### config.mk
export PLATFORM = sky130hd
export DESIGN_NAME = char_class_run_segmenter
export DESIGN_NICKNAME = d
export VERILOG_FILES = /design/src/rtl/ccrs_pkg.sv /design/src/rtl/ccrs_classify.sv /design/src/rtl/ccrs_queue.sv /design/src/rtl/ccrs_segment.sv /design/src/rtl/char_class_run_segmenter.sv
export SDC_FILE = /design/constraint.sdc
export NUM_CORES = 1
export LEC_CHECK = 0
export ABC_AREA = 1
export BUFFER_PORTS_ARGS = -buffer_cell sky130_fd_sc_hd__buf_4
export CORE_ASPECT_RATIO = 0.9
export CORE_UTILIZATION = 40
export CTS_CLUSTER_DIAMETER = 120
export CTS_CLUSTER_SIZE = 16
export DETAILED_ROUTE_END_ITERATION = 8
export GPL_ROUTABILITY_DRIVEN = 1
export GPL_TIMING_DRIVEN = 0
export PLACE_DENSITY = 0.59
export SKIP_CTS_REPAIR_TIMING = 1
export SYNTH_ARGS = -nofsm -noshare
export SYNTH_HDL_FRONTEND = slang
export SYNTH_SLANG_ARGS = --single-unit
### constraint.sdc
create_clock -name clock -period 2.9 [get_ports clock]
set_input_delay 0.29 -clock clock [delete_from_list [all_inputs] [get_ports clock]]
set_output_delay 0.29 -clock clock [all_outputs]
set_load 0.02 [all_outputs]
### src/rtl/ccrs_pkg.sv
// ----------------------------------------------------------------------------
// ccrs_pkg
// Shared types and constants of the character-class run segmenter.
// ----------------------------------------------------------------------------
package ccrs_pkg;

   localparam int CODE_W      = 16;
   localparam int CLASS_W     = 4;
   localparam int ACTION_W    = 2;
   localparam int RSP_DATA_W  = 8;
   localparam int QUEUE_DEPTH_DEF = 4;

   typedef enum logic [CLASS_W-1:0] {
      CLS_SPACE    = 4'd0,
      CLS_HANGUL   = 4'd1,
      CLS_SENTEND  = 4'd2,
      CLS_SEP      = 4'd3,
      CLS_BRACKET  = 4'd4,
      CLS_ELLIPSIS = 4'd5,
      CLS_DASH     = 4'd6,
      CLS_OTHER    = 4'd7,
      CLS_LATIN    = 4'd8,
      CLS_HAN      = 4'd9,
      CLS_DIGIT    = 4'd10
   } char_class_type;

   typedef enum logic [ACTION_W-1:0] {
      ACT_DROP    = 2'd0,
      ACT_APPEND  = 2'd1,
      ACT_NEWRUN  = 2'd2,
      ACT_NEWPART = 2'd3
   } action_type;

   // What the back end needs from one classified code unit.
   typedef struct packed {
      char_class_type cls;
      logic           is_dot;
   } seg_item_type;

   localparam logic [CODE_W-1:0] CODE_DOT = 16'h002e;

   localparam int NUM_BRACKET = 32;
   localparam logic [CODE_W-1:0] BRACKET_UNITS [NUM_BRACKET] = '{
      16'h0022, 16'h0027, 16'h0028, 16'h0029, 16'h003c, 16'h003e, 16'h005b, 16'h005d,
      16'h007b, 16'h007d, 16'h00ad, 16'h2015, 16'h2018, 16'h2019, 16'h201c, 16'h201d,
      16'h226a, 16'h226b, 16'h2500, 16'h3008, 16'h3009, 16'h300a, 16'h300b, 16'h300c,
      16'h300d, 16'h300e, 16'h300f, 16'h3010, 16'h3011, 16'h3014, 16'h3015, 16'hff0d
   };

   localparam int NUM_HAN = 11;
   localparam logic [CODE_W-1:0] HAN_LO [NUM_HAN] = '{
      16'h2e80, 16'h2e9b, 16'h2f00, 16'h3005, 16'h3021, 16'h3038,
      16'h3400, 16'h4e00, 16'hf900, 16'hfa70, 16'hd800
   };
   localparam logic [CODE_W-1:0] HAN_HI [NUM_HAN] = '{
      16'h2e99, 16'h2ef3, 16'h2fd5, 16'h3007, 16'h3029, 16'h303b,
      16'h4db5, 16'h9fcc, 16'hfa6d, 16'hfad9, 16'hdfff
   };

   localparam logic [CODE_W-1:0] HANGUL_LO = 16'hac00;
   localparam logic [CODE_W-1:0] HANGUL_END = 16'hd7a4;

endpackage

### src/rtl/ccrs_classify.sv
// ----------------------------------------------------------------------------
// ccrs_classify
// Front end: accepts code units, sorts each into its character class and
// holds the result in one register stage ahead of the queue.
// ----------------------------------------------------------------------------
module ccrs_classify
   import ccrs_pkg::*;
(
   input  logic              clock,
   input  logic              reset,
   input  logic              req_tvalid,
   output logic              req_tready,
   input  logic [CODE_W-1:0] req_code_unit,
   output logic              item_valid,
   input  logic              item_ready,
   output seg_item_type      item
);

   function automatic char_class_type classify(input logic [CODE_W-1:0] c);
      logic is_bracket;
      logic is_han;
      char_class_type res;
      is_bracket = 1'b0;
      is_han     = 1'b0;
      for (int i = 0; i < NUM_BRACKET; i++) begin
         if (c == BRACKET_UNITS[i]) is_bracket = 1'b1;
      end
      for (int i = 0; i < NUM_HAN; i++) begin
         if (c >= HAN_LO[i] && c <= HAN_HI[i]) is_han = 1'b1;
      end
      if (c == 16'h0020 || (c >= 16'h0009 && c <= 16'h000d)) begin
         res = CLS_SPACE;
      end else if (c >= 16'h0030 && c <= 16'h0039) begin
         res = CLS_DIGIT;
      end else if ((c >= 16'h0041 && c <= 16'h005a) || (c >= 16'h0061 && c <= 16'h007a)) begin
         res = CLS_LATIN;
      end else if (c >= HANGUL_LO && c < HANGUL_END) begin
         res = CLS_HANGUL;
      end else if (c == CODE_DOT || c == 16'h0021 || c == 16'h003f) begin
         res = CLS_SENTEND;
      end else if (c == 16'h002d || c == 16'h007e || c == 16'h223c) begin
         res = CLS_DASH;
      end else if (c == 16'h2026) begin
         res = CLS_ELLIPSIS;
      end else if (c == 16'h002c || c == 16'h003b || c == 16'h003a || c == 16'h002f ||
                   c == 16'h00b7) begin
         res = CLS_SEP;
      end else if (is_bracket) begin
         res = CLS_BRACKET;
      end else if (is_han) begin
         res = CLS_HAN;
      end else begin
         res = CLS_OTHER;
      end
      return res;
   endfunction

   logic         valid_ff, valid_in;
   seg_item_type item_ff, item_in;
   logic         take;

   assign req_tready = !valid_ff || item_ready;
   assign take       = req_tvalid && req_tready;

   always_comb begin
      valid_in = valid_ff;
      item_in  = item_ff;
      if (take) begin
         valid_in       = 1'b1;
         item_in.cls    = classify(req_code_unit);
         item_in.is_dot = (req_code_unit == CODE_DOT);
      end else if (item_ready) begin
         valid_in = 1'b0;
      end
   end

   always_ff @(posedge clock) begin
      if (reset) begin
         valid_ff <= 1'b0;
      end else begin
         valid_ff <= valid_in;
      end
      item_ff <= item_in;
   end

   assign item_valid = valid_ff;
   assign item       = item_ff;

endmodule

### src/rtl/ccrs_queue.sv
// ----------------------------------------------------------------------------
// ccrs_queue
// Short first-in first-out queue of classified items between the front end
// and the segmenting back end.
// ----------------------------------------------------------------------------
module ccrs_queue
   import ccrs_pkg::*;
#(
   parameter int DEPTH = QUEUE_DEPTH_DEF
)
(
   input  logic         clock,
   input  logic         reset,
   input  logic         in_valid,
   output logic         in_ready,
   input  seg_item_type in_item,
   output logic         out_valid,
   input  logic         out_ready,
   output seg_item_type out_item
);

   localparam int PTR_W = (DEPTH > 1) ? $clog2(DEPTH) : 1;
   localparam int CNT_W = $clog2(DEPTH + 1);
   localparam logic [PTR_W-1:0] PTR_LAST = PTR_W'(DEPTH - 1);
   localparam logic [CNT_W-1:0] CNT_FULL = CNT_W'(DEPTH);

   seg_item_type     entries_ff [DEPTH];
   logic [PTR_W-1:0] wr_ptr_ff, wr_ptr_in;
   logic [PTR_W-1:0] rd_ptr_ff, rd_ptr_in;
   logic [CNT_W-1:0] count_ff, count_in;
   logic             push, pop;

   assign in_ready  = (count_ff != CNT_FULL);
   assign out_valid = (count_ff != '0);
   assign out_item  = entries_ff[rd_ptr_ff];
   assign push      = in_valid && in_ready;
   assign pop       = out_valid && out_ready;

   always_comb begin
      wr_ptr_in = wr_ptr_ff;
      rd_ptr_in = rd_ptr_ff;
      count_in  = count_ff;
      if (push) begin
         wr_ptr_in = (wr_ptr_ff == PTR_LAST) ? '0 : wr_ptr_ff + 1'b1;
      end
      if (pop) begin
         rd_ptr_in = (rd_ptr_ff == PTR_LAST) ? '0 : rd_ptr_ff + 1'b1;
      end
      if (push && !pop) begin
         count_in = count_ff + 1'b1;
      end else if (pop && !push) begin
         count_in = count_ff - 1'b1;
      end
   end

   always_ff @(posedge clock) begin
      if (reset) begin
         wr_ptr_ff <= '0;
         rd_ptr_ff <= '0;
         count_ff  <= '0;
      end else begin
         wr_ptr_ff <= wr_ptr_in;
         rd_ptr_ff <= rd_ptr_in;
         count_ff  <= count_in;
      end
      if (push) begin
         entries_ff[wr_ptr_ff] <= in_item;
      end
   end

endmodule

### src/rtl/ccrs_segment.sv
// ----------------------------------------------------------------------------
// ccrs_segment
// Back end: keeps the open run and part state, decides the action for each
// classified item and holds the result in the output register.
// ----------------------------------------------------------------------------
module ccrs_segment
   import ccrs_pkg::*;
(
   input  logic           clock,
   input  logic           reset,
   input  logic           item_valid,
   output logic           item_ready,
   input  seg_item_type   item,
   output logic           rsp_valid,
   input  logic           rsp_ready,
   output char_class_type rsp_class,
   output action_type     rsp_action
);

   logic           part_empty_ff, part_empty_in;
   char_class_type run_class_ff, run_class_in;
   logic           out_valid_ff, out_valid_in;
   char_class_type out_class_ff, out_class_in;
   action_type     out_action_ff, out_action_in;
   action_type     act;
   logic           take;

   assign item_ready = !out_valid_ff || rsp_ready;
   assign take       = item_valid && item_ready;

   always_comb begin
      part_empty_in = part_empty_ff;
      run_class_in  = run_class_ff;
      if (item.cls == CLS_SPACE) begin
         act           = ACT_DROP;
         part_empty_in = 1'b1;
         run_class_in  = CLS_SPACE;
      end else if (part_empty_ff) begin
         act           = ACT_NEWPART;
         part_empty_in = 1'b0;
         run_class_in  = item.cls;
      end else if ((run_class_ff == CLS_DIGIT && item.is_dot) || run_class_ff == item.cls) begin
         // A dot after a digit run stays in that run; the run keeps its class.
         act = ACT_APPEND;
      end else begin
         act          = (run_class_ff == CLS_SENTEND) ? ACT_NEWPART : ACT_NEWRUN;
         run_class_in = item.cls;
      end
   end

   always_comb begin
      out_valid_in  = out_valid_ff;
      out_class_in  = out_class_ff;
      out_action_in = out_action_ff;
      if (take) begin
         out_valid_in  = 1'b1;
         out_class_in  = item.cls;
         out_action_in = act;
      end else if (rsp_ready) begin
         out_valid_in = 1'b0;
      end
   end

   always_ff @(posedge clock) begin
      if (reset) begin
         part_empty_ff <= 1'b1;
         run_class_ff  <= CLS_SPACE;
         out_valid_ff  <= 1'b0;
      end else begin
         if (take) begin
            part_empty_ff <= part_empty_in;
            run_class_ff  <= run_class_in;
         end
         out_valid_ff <= out_valid_in;
      end
      out_class_ff  <= out_class_in;
      out_action_ff <= out_action_in;
   end

   assign rsp_valid  = out_valid_ff;
   assign rsp_class  = out_class_ff;
   assign rsp_action = out_action_ff;

endmodule

### src/rtl/char_class_run_segmenter.sv
// ----------------------------------------------------------------------------
// char_class_run_segmenter
// Classifies UTF-16 code units and groups them into runs and parts.
// ----------------------------------------------------------------------------
// The block takes one code unit per clock and returns one result per code
// unit, in order, at a sustained rate of one item per cycle while the result
// side takes every result. On its way each item passes the classifier
// register, one entry of the item queue and the output register. The queue
// holds QUEUE_DEPTH classified items. When the result side stops taking items
// in the middle of a steady stream, the input still takes QUEUE_DEPTH - 1 more
// items before it stalls. Each result carries the unit's character class and
// whether the unit was dropped as whitespace, appended to the open run, began
// a new run, or began the first run of a part.
module char_class_run_segmenter
   import ccrs_pkg::*;
#(
   parameter int QUEUE_DEPTH = QUEUE_DEPTH_DEF
)
(
   input  logic                  clock,
   input  logic                  reset,
   input  logic                  req_tvalid,
   output logic                  req_tready,
   input  logic [CODE_W-1:0]     req_tdata,   // [15:0] code_unit
   output logic                  rsp_tvalid,
   input  logic                  rsp_tready,
   output logic [RSP_DATA_W-1:0] rsp_tdata    // [3:0] char_class, [5:4] action
);

   logic           fr_valid, fr_ready;
   seg_item_type   fr_item;
   logic           bk_valid, bk_ready;
   seg_item_type   bk_item;
   char_class_type rsp_class;
   action_type     rsp_action;

   ccrs_classify u_classify (
      .clock         (clock),
      .reset         (reset),
      .req_tvalid    (req_tvalid),
      .req_tready    (req_tready),
      .req_code_unit (req_tdata),
      .item_valid    (fr_valid),
      .item_ready    (fr_ready),
      .item          (fr_item)
   );

   ccrs_queue #(
      .DEPTH (QUEUE_DEPTH)
   ) u_queue (
      .clock     (clock),
      .reset     (reset),
      .in_valid  (fr_valid),
      .in_ready  (fr_ready),
      .in_item   (fr_item),
      .out_valid (bk_valid),
      .out_ready (bk_ready),
      .out_item  (bk_item)
   );

   ccrs_segment u_segment (
      .clock      (clock),
      .reset      (reset),
      .item_valid (bk_valid),
      .item_ready (bk_ready),
      .item       (bk_item),
      .rsp_valid  (rsp_tvalid),
      .rsp_ready  (rsp_tready),
      .rsp_class  (rsp_class),
      .rsp_action (rsp_action)
   );

   assign rsp_tdata = {{(RSP_DATA_W - CLASS_W - ACTION_W){1'b0}}, rsp_action, rsp_class};

endmodule

After elaboration in Yosys (flattened, before gate mapping)
Memories as Yosys holds them, arrays and structs flattened. A register that Yosys moved wholly into a read port is not among the register bits.
Cells that the tools add are included.
Storage, ports and cells
  flip-flop bits (word level): 25
  memory bits (writable): 20
  output and inout port bits: 10
  memories kept: 1
Operators by class
  add/subtract/negate cells: 4
  order comparisons: 32
  equality and inequality tests: 52
  mux-type cells: 73
  reductions and logical operators: 47
Memory list
  u_queue.entries_ff: words 4, bits a word 5, read ports 1, clocked after memory_dff 1, wr ports 1, line ccrs_queue.sv:27  | seg_item_type entries_ff [DEPTH];
Operator list (count)
  $eq 16x14->1 const B: 22
  $eq 16x6->1 const B: 15
  $ge 16x14->1 const B: 7
  $le 16x14->1 const B: 6
  $eq 16x7->1 const B: 5
  $ge 16x16->1 const B: 4
  $le 16x16->1 const B: 4
  $mux 1: 53
  $mux 4: 12
  $eq 16x8->1 const B: 2
  $ge 16x7->1 const B: 2
  $le 16x7->1 const B: 2
  $logic_and 1x1->1: 22
  $eq 16x16->1 const B: 1
  $ge 16x15->1 const B: 1
  $ge 16x4->1 const B: 1
  $ge 16x6->1 const B: 1
  $le 16x15->1 const B: 1
  $le 16x4->1 const B: 1
  $le 16x6->1 const B: 1
  $lt 16x16->1 const B: 1
  $logic_or 1x1->1: 13
  $mux 2: 6
  $mux 3: 2
  16 further kinds: 23

Logic depth before layout (Yosys ltp)
  word-level depth: 42
  gate-level depth with buffers: 14
  mapped depth without buffers: 13

Cells and area by module
Synthesis repeated with hierarchy kept, for this count alone.
Second synthesis, totals
  cells, all modules: 500
  area total of the unflattened synthesis: 3383.2 um^2
By module, submodules not included
  ccrs_classify: times used 1, cells an instance 309, area each 1540.2 um^2, sequential area each 170.2 um^2
  ccrs_queue: times used 1, cells an instance 117, area each 1263.7 um^2, sequential area each 780.7 um^2
  ccrs_segment: times used 1, cells an instance 71, area each 560.5 um^2, sequential area each 300.3 um^2
  char_class_run_segmenter: times used 1, cells an instance 3, area each 18.8 um^2, sequential area each 0.0 um^2

Worst setup path after synthesis
Ideal clock, no wire load.
  path type: reg2reg
  from: register u_segment.out_valid_ff (netlist: u_segment.rsp_valid)
  to: register u_queue.count_ff[2]
  setup time: 122 ps
  arrival time: 1749 ps
  slack: 1029 ps
  stages on the path, launching flop included: 12
  path buffers: 0
  period minus slack after synthesis: 1871 ps
  path through: dfxtp_1 > inv_1 > nor2_1 > a21oi_1 > inv_1 > ha_1 > inv_1 > fa_1 > a21oi_1 > o21ai_0 > o21ai_0 > a21oi_1
On the way
  word-level cells in the longest chain between the ends: 6
  elaborated cells on any way between the ends: 8
  those cells by class: 1 x mux; 7 x reduce/logical
RTL lines
  from (decl): line ccrs_segment.sv:22  | logic out_valid_ff, out_valid_in;
  from (signal assigned): line ccrs_segment.sv:74  | out_valid_ff <= out_valid_in;
  $logic_not 1->1 *: line ccrs_segment.sv:28  | assign item_ready = !out_valid_ff || rsp_ready;
  $logic_or 1x1->1 *: line ccrs_segment.sv:28
  $logic_and 1x1->1 *: line ccrs_queue.sv:37  | assign pop = out_valid && out_ready;
  $logic_not 1->1: line ccrs_queue.sv:49  | if (push && !pop) begin
  $logic_and 1x1->1: line ccrs_queue.sv:49
  $mux 3 or $reduce_bool 2->1 (tied branches)
  to (signal assigned): line ccrs_queue.sv:64  | count_ff <= count_in;
  to (decl): line ccrs_queue.sv:30  | logic [CNT_W-1:0] count_ff, count_in;
Every way passes the cells marked *; elsewhere a longest branch is shown, timed or not.
A chain may end at the register's enable or synchronous reset.

Final worst setup path
  from: register u_queue.count_ff[0]
  to: register u_queue.count_ff[2]
On the way
  word-level cells in the longest chain between the ends: 5
  elaborated cells on any way between the ends: 13
  those cells by class: 2 x add/sub; 1 x eq/ne; 2 x mux; 8 x reduce/logical
RTL lines
  branches (longest 5 deep; another with $sub 3x1->3)
Several ways; the timed one is not identified. The select of a mux whose other input is x is not followed.

==> impl_metrics.env <==
export IMPL_status="completed"
export IMPL_synth_top_family_by_area="simple AND/OR/NAND/NOR gates"
export IMPL_swShare_pct=38.0
export IMPL_max_cap_violations=0
export IMPL_area_growth_pct=12.6
export IMPL_layout_filler_cells=863
export IMPL_synth_top_area_cell="edfxtp_1"
export IMPL_drc=0
export IMPL_switchingPower_mw=0.897
export IMPL_place_congestion=0.980
export IMPL_crit_type="reg -> reg"
export IMPL_synth_cells=499
export IMPL_syn_area_per_cell_um2=6.61
export IMPL_detail_route_wl_per_cell_um=13.1
export IMPL_rows=31
export IMPL_min_path_type="in -> reg"
export IMPL_hold_viol_final=0
export IMPL_num_vias=3243
export IMPL_hp_start="reset"
export IMPL_critPathMaxStageDelay_ns=0.39
export IMPL_grt_max_degree=17
export IMPL_dp_hpwl_um=6650
export IMPL_worstHoldEndpoint="u_classify.item_valid"
export IMPL_cts_root_buffer="clkbuf_8"
export IMPL_path_buf_inv=2
export IMPL_synth_mux_area_share_pct=0
export IMPL_cts_tree="yes"
export IMPL_firstDrtPassIters=5
export IMPL_arrival_ns=2.34
export IMPL_place_inst=622
export IMPL_dieArea_mm2=0.00861
export IMPL_crit_slowest_cell="fa_1"
export IMPL_power_density_mw_per_mm2=636
export IMPL_layout_nets=557
export IMPL_fmax_mhz=467
export IMPL_grt_overflow_total=0
export IMPL_critPathMaxFanout=5
export IMPL_clock_latency_ns=0.30
export IMPL_finalSetupTns_ns=0
export IMPL_netlist_area_mm2=0.00330
export IMPL_yosys_register_bits=47
export IMPL_leakage_nw=1.73
export IMPL_yosys_warnings=0
export IMPL_cp_common_cell="a21oi_1"
export IMPL_finalCriticalPeriod_ns=2.14
export IMPL_path_cells="nor2_1 -> a21oi_1 -> inv_1 -> ha_1 -> inv_1 -> fa_1 -> a21oi_1 -> o21ai_0 -> o21ai_0 -> a21oi_1"
export IMPL_yosysSeqAreaShare_pct=37.9
export IMPL_io_pins=30
export IMPL_ff2ff_path_depth=10
export IMPL_clock_path_buffers=2
export IMPL_final_common_cell="nand2_1"
export IMPL_critical_path_top_delay_family="compound AO/OA/AOI/OAI gates"
export IMPL_synth_compound_area_share_pct=8.54
export IMPL_htree_num_levels=2
export IMPL_netlist_cell_type_count=35
export IMPL_synthSimpleGateAreaFrac_pct=40.9
export IMPL_drive_gt1_share_pct=10.2
export IMPL_reg2reg_to="u_queue.count_ff[2]"
export IMPL_floorplan_initialDensity_pct=41.1
export IMPL_setup_ws_ns=0.756
export IMPL_startpoint_type="flip-flop"
export IMPL_sequentialPowerShare_pct=41.6
export IMPL_n_antenna_cell=0
export IMPL_clock_skew_ns=0.0122
export IMPL_fin_area_mm2=0.00371
export IMPL_synth_xor_area_share_pct=0
export IMPL_vias_per_cell=5.15
export IMPL_crit_required_ns=3.09
export IMPL_clock_sinks=47
export IMPL_die_width_um=97.7
export IMPL_grt_total_usage_pct=19.6
export IMPL_clkPwrFrac_pct=20.6
export IMPL_ir_drop_v=0.000289
export IMPL_layout_common_cells="nand2_1, nor2_1, inv_1"
export IMPL_intPower_mw=1.46
export IMPL_die_h_um=88.1
export IMPL_slew_viol_final=0
export IMPL_grt_pass1_wl_um=13400
export IMPL_first_global_vias=2851
export IMPL_r2r_setup_slack_ns=0.76
export IMPL_relSlewSlack_pct=56.5
export IMPL_io_buffer_count=23
export IMPL_dp_slack_ns=0.745
export IMPL_numCtsBuffers=5
export IMPL_core_area_mm2=0.00803
export IMPL_yosys_top_cells_area="edfxtp_1, nand2_1, dfxtp_1"
export IMPL_drt_iter0_drc=216
export IMPL_rsz0062_at_grt="false"
export IMPL_wl_um=8240
export IMPL_synth_top_area_share_pct=28.2
export IMPL_synth_fa_ha_area_share_pct=2.88
export IMPL_place_area_mm2=0.00360
export IMPL_cts_clk_slew_worst_paths_ns=0.09
export IMPL_timing_final_crit_share_pct=73.9
export IMPL_critPathCaptureType="flip-flop"
export IMPL_comb_power_share_pct=37.9
export IMPL_finalSetupViolCount=0
export IMPL_antenna_left=0
export IMPL_antenna_found_initial=0
export IMPL_holdPathStages=2
export IMPL_worst_pin_slew_ns=0.652
export IMPL_final_cells=630
export IMPL_r2r_start="u_queue.count_ff[0]"
worst reg2reg max path, stage by stage, from the launching register on:
cell and delay [ns]:
dfxtp_1 0.36, nor2_1 0.23, a21oi_1 0.20, inv_1 0.17, ha_1 0.16, inv_1 0.07
fa_1 0.39, a21oi_1 0.15, o21ai_0 0.11, o21ai_0 0.15, a21oi_1 0.05
area by class of cell:
| class | count | area (um^2) | share of cell area, % |
|---|---|---|---|
| sequential | 47 | 1250 | 33.7 |
| multi-input combinational | 375 | 1730 | 46.7 |
| clock inverter | 3 | 46.3 | 1.25 |
| buffer | 9 | 58.8 | 1.58 |
| tap | 99 | 124 | 3.34 |
| inverter | 69 | 259 | 6.97 |
| clock buffer | 5 | 68.8 | 1.85 |
| timing repair buffer | 23 | 173 | 4.65 |
per-stage QoR:
step	util, %	hold WS (ns)	power, mW
after floorplan	-	0.359	1.62
after global placement	44.8	0.474	1.87
after detailed placement	44.8	0.480	1.89
after CTS	46.3	0.165	2.37
after global routing	46.3	0.159	2.54
final	46.3	0.172	2.36
power groups by stage:
stage	sequential [mW]	combinational [mW]	clock [mW]
2_1_floorplan	1.04	0.579	0
3_3_place_gp	0.996	0.877	0
3_5_place_dp	1.00	0.891	0
4_1_cts	0.983	0.899	0.493
5_1_grt	0.999	1.02	0.522
6_report	0.982	0.894	0.486
sequential cells by signal, indices dropped and copies added, names as in the netlist, named ones only:
signal,count
u_segment.part_empty_ff,1
u_segment.rsp_valid,1
u_segment.rsp_class,4
u_queue.count_ff,3
u_queue.entries_ff,20
u_segment.rsp_action,2
u_classify.item,5
u_segment.run_class_ff,4
u_queue.wr_ptr_ff,2
u_queue.rd_ptr_ff,2
u_classify.item_valid,1
synthesized netlist by cell type:
cell type / count
a21oi_1: 20
fa_1: 1
nand2_1: 154
o21ai_0: 19
nand2_4: 1
ha_1: 6
inv_2: 5
nand4_1: 10
nor2_1: 79
o221ai_1: 1
buf_6: 1
o21ai_2: 1
buf_2: 2
buf_4: 4
nand2_2: 1
nor4_1: 1
nand3b_1: 6
nor3_1: 13
conb_1: 1
a21boi_0: 1
edfxtp_1: 31
nor2_4: 2
o31ai_1: 1
a31oi_1: 1
o211a_1: 1
nand3_1: 44
a21boi_2: 1
o21ai_1: 2
inv_1: 64
nor2_2: 4
clkbuf_1: 2
nand3_2: 1
a211oi_1: 1
dfxtp_1: 16
a311oi_1: 1
worst max-delay path by stage:
stage | cells after the start | from | end
after floorplan | 11 | u_segment.rsp_valid | u_queue.count_ff[2]
after global placement | 11 | req_tdata[8] | u_classify.item[3]
after detailed placement | 11 | req_tdata[8] | u_classify.item[3]
after CTS | 8 | u_queue.count_ff[0] | u_queue.count_ff[1]
after global routing | 10 | u_queue.count_ff[0] | u_queue.count_ff[2]
final | 10 | u_queue.count_ff[0] | u_queue.count_ff[2]
cells by family (layout without fill, tap and decap cells):
kind of cell	after synthesis	count (layout)
and+or+nand+nor	316	316
buffers and inverters	78	109
AOI/OAI and AO/OA	50	50
DFF	47	47
adders and majority gates	7	7
other	1	2
per-layer routing:
layer / vias up / routed length (um) / GRT usage (%)
met5: - / 0 / 0
met4: 0 / 95 / 3.17
met3: 11 / 502 / 4.23
met2: 108 / 3430 / 30.0
met1: 1454 / 4210 / 28.7
li1: 1670 / - / -
No activity file was read; power rests on OpenSTA's default activity.
